**src/rtl/sapc_pkg.sv**
```systemverilog
`timescale 1ns / 1ps
// ----------------------------------------------------------------------------
// sapc_pkg
// shared types and constants of the set-associative path cache
// ----------------------------------------------------------------------------
package sapc_pkg;

  localparam int NODE_W = 16;
  localparam int KEY_W  = 32;
  localparam int WORD_W = 32;
  localparam int MULT_W = 16;
  localparam int HASH_W = 33;   // start*mult + end*mult never exceeds 33 bits
  localparam int CFG_ADDR_W = 8;
  localparam int IDX_OUT_W  = 4;
  localparam int LEN_OUT_W  = 5;

  // register indexes
  localparam logic [CFG_ADDR_W-1:0] CFG_MULT_START = 8'd0;
  localparam logic [CFG_ADDR_W-1:0] CFG_MULT_END   = 8'd1;

  // operation codes
  localparam logic OP_LOOKUP = 1'b0;
  localparam logic OP_INSERT = 1'b1;

  // request into the remainder unit
  typedef struct packed {
    logic              start;
    logic [HASH_W-1:0] value;
  } sapc_mod_req_t;

endpackage

```
**src/rtl/sapc_modu.sv**
```systemverilog
`timescale 1ns / 1ps
// ----------------------------------------------------------------------------
// sapc_modu
// remainder of the hash by the bucket count, by folding the high part back in
// ----------------------------------------------------------------------------
module sapc_modu #(
  parameter int BUCKETS = 256
) (
  input  logic                       clk_i,
  input  logic                       rst_ni,
  input  sapc_pkg::sapc_mod_req_t    req_i,
  output logic                       done_o,
  output logic [$clog2(BUCKETS)-1:0] rem_o
);
  import sapc_pkg::*;

  localparam int SET_W = $clog2(BUCKETS);
  localparam int HI_W  = HASH_W - SET_W;
  // 2^SET_W mod BUCKETS, zero for a power of two
  localparam logic [SET_W-1:0] FOLD_C = SET_W'((1 << SET_W) - BUCKETS);

  logic [SET_W-1:0]  rem_q;
  logic [HASH_W-1:0] val_q;
  logic              busy_q;
  logic              done_q;
  logic [HI_W-1:0]   hi;
  logic [SET_W-1:0]  lo;
  logic [HASH_W-1:0] folded;
  logic [SET_W:0]    lo_ext;
  logic [SET_W:0]    reduced;
  logic [SET_W-1:0]  final_rem;

  assign hi        = val_q[HASH_W-1:SET_W];
  assign lo        = val_q[SET_W-1:0];
  // hi*2^SET_W + lo folds to hi*FOLD_C + lo, never larger than the value
  assign folded    = HASH_W'(hi) * HASH_W'(FOLD_C) + HASH_W'(lo);
  assign lo_ext    = {1'b0, lo};
  assign reduced   = lo_ext - (SET_W+1)'(BUCKETS);
  // lo is below 2*BUCKETS, one subtract finishes it
  assign final_rem = (lo_ext >= (SET_W+1)'(BUCKETS)) ? reduced[SET_W-1:0] : lo;

  always_ff @(posedge clk_i or negedge rst_ni) begin
    if (!rst_ni) begin
      busy_q <= 1'b0;
      done_q <= 1'b0;
    end else begin
      done_q <= 1'b0;
      if (req_i.start) begin
        busy_q <= 1'b1;
      end else if (busy_q) begin
        if (hi == '0) begin
          busy_q <= 1'b0;
          done_q <= 1'b1;
        end
      end
    end
  end

  always_ff @(posedge clk_i) begin
    if (req_i.start) begin
      val_q <= req_i.value;
    end else if (busy_q) begin
      if (hi != '0) val_q <= folded;
      else rem_q <= final_rem;
    end
  end

  assign done_o = done_q;
  assign rem_o  = rem_q;

  assert property (@(posedge clk_i) disable iff (!rst_ni) req_i.start |=> busy_q)
    else $error("remainder unit did not start");
  assert property (@(posedge clk_i) disable iff (!rst_ni) done_q |-> !busy_q)
    else $error("remainder done while still busy");
  assert property (@(posedge clk_i) disable iff (!rst_ni)
                   done_q |-> ({1'b0, rem_q} < (SET_W+1)'(BUCKETS)))
    else $error("remainder out of range");

endmodule

```
**config.mk**
```make
export PLATFORM = sky130hd
export DESIGN_NAME = sapc_modu
export DESIGN_NICKNAME = d
export VERILOG_FILES = /design/src/rtl/sapc_pkg.sv /design/src/rtl/sapc_modu.sv
export SDC_FILE = /design/constraint.sdc
export NUM_CORES = 1
export LEC_CHECK = 0
export ABC_AREA = 1
export BUFFER_PORTS_ARGS = -buffer_cell sky130_fd_sc_hd__buf_2
export CORE_UTILIZATION = 40
export DETAILED_ROUTE_END_ITERATION = 16
export PLACE_DENSITY_LB_ADDON = 0.08
export SETUP_SLACK_MARGIN = 0.4
export SYNTH_ARGS = -nofsm -noshare
export SYNTH_HDL_FRONTEND = slang
export SYNTH_SLANG_ARGS = --single-unit
```
**constraint.sdc**
```tcl
create_clock -name clk_i -period 3.19 [get_ports clk_i]
set_clock_uncertainty 0.2 [all_clocks]
set_input_delay 0.1595 -clock clk_i [delete_from_list [all_inputs] [get_ports clk_i]]
set_output_delay 0.1595 -clock clk_i [all_outputs]
set_load 0.05 [all_outputs]
```
==> metrics.cfg <==
[outcome]
status = completed

[synth]
synth_seq_area_share = 0.766
yosys.area.top_type_share = 0.737
synth_area_leaders = edfxtp_1 (74%), nand2_1 (9.2%), inv_1 (7.9%), nor2_1 (3.8%), dfrtp_1 (3.0%)
ys_top_cells_by_count = edfxtp_1 (41), nand2_1 (41), inv_1 (35)
avgSynthCellArea_um2 = 11.7
synth_edf_count = 41
syn_inst = 143
netlist_area_um2 = 1670
synth_seq_cells = 43
synth_async_sr_flop_share = 0.0465
yosysTopAreaCell = edfxtp_1
ys.warnings.count = 0
syn_nets = 179
ys.flop_type = edfxtp_1
yosysUniqueCellTypes = 9

[clock_tree]
cts_resized = 0
cts_tree = done
clkLatencyLatePin_ns = 0.28
numCtsBuffers = 5
clockBufferDepth = 2
cts_root_buf = clkbuf_8
postCtsSetupBuffers = 0
clk_pin_slew_worst_paths_ns = 0.08
htreeDepth = 2
cts_sinks = 43

[timing]
setup-violations-final = 0
slew_violations = 0
hold_viol = 0
tns_ns = 0
holdWs_ns = 0.224
finalCritPeriodShare = 0.615
fin_crit_ns = 1.96
fmax_mhz = 510
rsz0062_at_grt = no
relSlewSlack = 0.554
worst_pin_slew_ns = 0.667

[drt]
firstDrtPassIters = 4
via_count = 1153
wirelength_um = 2860
drc_errors = 0
antenna_left = 0
vias_per_cell = 4.13
avgRoutedWirePerCell_um = 10.3
initialDrtViolationCount = 32

[cells_and_area]
finalNonFillerCells = 279
final_cell_area_um2 = 2430
area_growth_pct = 45.2
drive_above_1_share = 0.245
diodes = 0
nets = 264

[pwr]
ir_drop_mv = 0.284
power.total_mw = 1.17
p_per_area_nw_per_um2 = 480
p_leak_nw = 1.25

[worst_setup_path]
end_kind = flip-flop
crit_type = reg2reg
cp.arrival_ns = 1.80
cp.required_ns = 3.03
worstPathMaxFanout = 13
cp-start-kind = flip-flop

[placement]
dpl.hpwl_um = 1780
gp_congestion = 0.674
post-place-cells = 235
port_buffers = 44
dpl_cell_area_um2 = 1950

[job]
cap_violations = 0

[floorplan]
dieHeight_um = 66.6
core_um2 = 4000
start_util = 0.418
rows = 23
io-pin-count = 45
die-area_um2 = 4440
die_w_um = 66.6

[global_routing]
grt_pass1_wl_um = 4640
grt_max_degree = 42
antenna_found_initial = 0
grt_pass1_vias = 1150
grt_util_all_layers = 0.147
grt_overflow = 0

[worst_hold_path]
hold_class = reg2reg

[registers in the layout, indices dropped and copies added, names as in the netlist]
signal  flops
done_o      1
rem_o       8
busy_q      1
val_q      33
[layout make-up]
type,count,area (um2)
clock buffer,6,82.6
clock inverter,2,35.0
fill,341,1570
inverter,35,131
multi-input combinational,61,239
sequential,43,1280
tap,50,62.6
timing repair buffer,82,596
[power by group]
group,switching (mW),internal (mW),total [mW]
Sequential,0.00654,0.644,0.651
Clock,0.169,0.253,0.422
Combinational,0.0371,0.0559,0.0931
Total,0.213,0.953,1.17
[cell families after synthesis]
group,count (synthesis),share of synthesized area
buf+inv,39,0.0906
simple gates,61,0.143
flops,43,0.766
[cells in the final DEF (no fill, tap or decap), drive strengths merged]
cell type / Yosys / final
nand3: 2 / 2
nand2: 42 / 42
buf: 4 / 46
clkbuf: 0 / 6
inv: 35 / 35
nor2: 17 / 17
clkinv: 0 / 1
dfrtp: 2 / 2
bufinv: 0 / 1
dlygate4sd3: 0 / 36
edfxtp: 41 / 41
[stage by stage]
step | utilization | worst slack, ns
after detailed placement | 0.487 | 1.20
after global routing | 0.607 | 1.04
after global placement | 0.487 | 1.24
final | 0.607 | 1.23
after CTS | 0.607 | 1.20
after floorplan | - | 1.36
[per-layer routing]
layer	vias to the layer above	track usage	wire length, um
li1	607	-	-
met1	514	0.158	1250
met2	30	0.263	1470
met3	2	0.0462	113
met4	0	0.0638	24
met5	-	0	0
[worst max-delay path, cell delays in order, from the launching register on]
cell	delay (ns)
edfxtp_1	0.37
nor2_1	0.13
nand2_1	0.06
nor2_1	0.14
nand3_2	0.12
nand2_2	0.08
nand2_1	0.30
buf_4	0.33
[final timing paths]
check                           from   endpoint  cells after the start  slack (ns)
min                         val_q[4]   rem_o[4]                      0        0.22
min reg2reg                 val_q[4]   rem_o[4]                      0        0.22
max in group asynchronous     rst_ni     done_o                      3        2.12
max reg2reg                val_q[26]  val_q[26]                      7        1.23
max                        val_q[26]  val_q[26]                      7        1.23
min in group asynchronous     rst_ni     busy_q                      3        0.54
[what timing repair did]
item                                    CTS  global route
endpoints found under the setup margin    0             0
hold endpoints to repair                 37             0
hold buffers                             36             0
(Power assumes the default switching activity.)
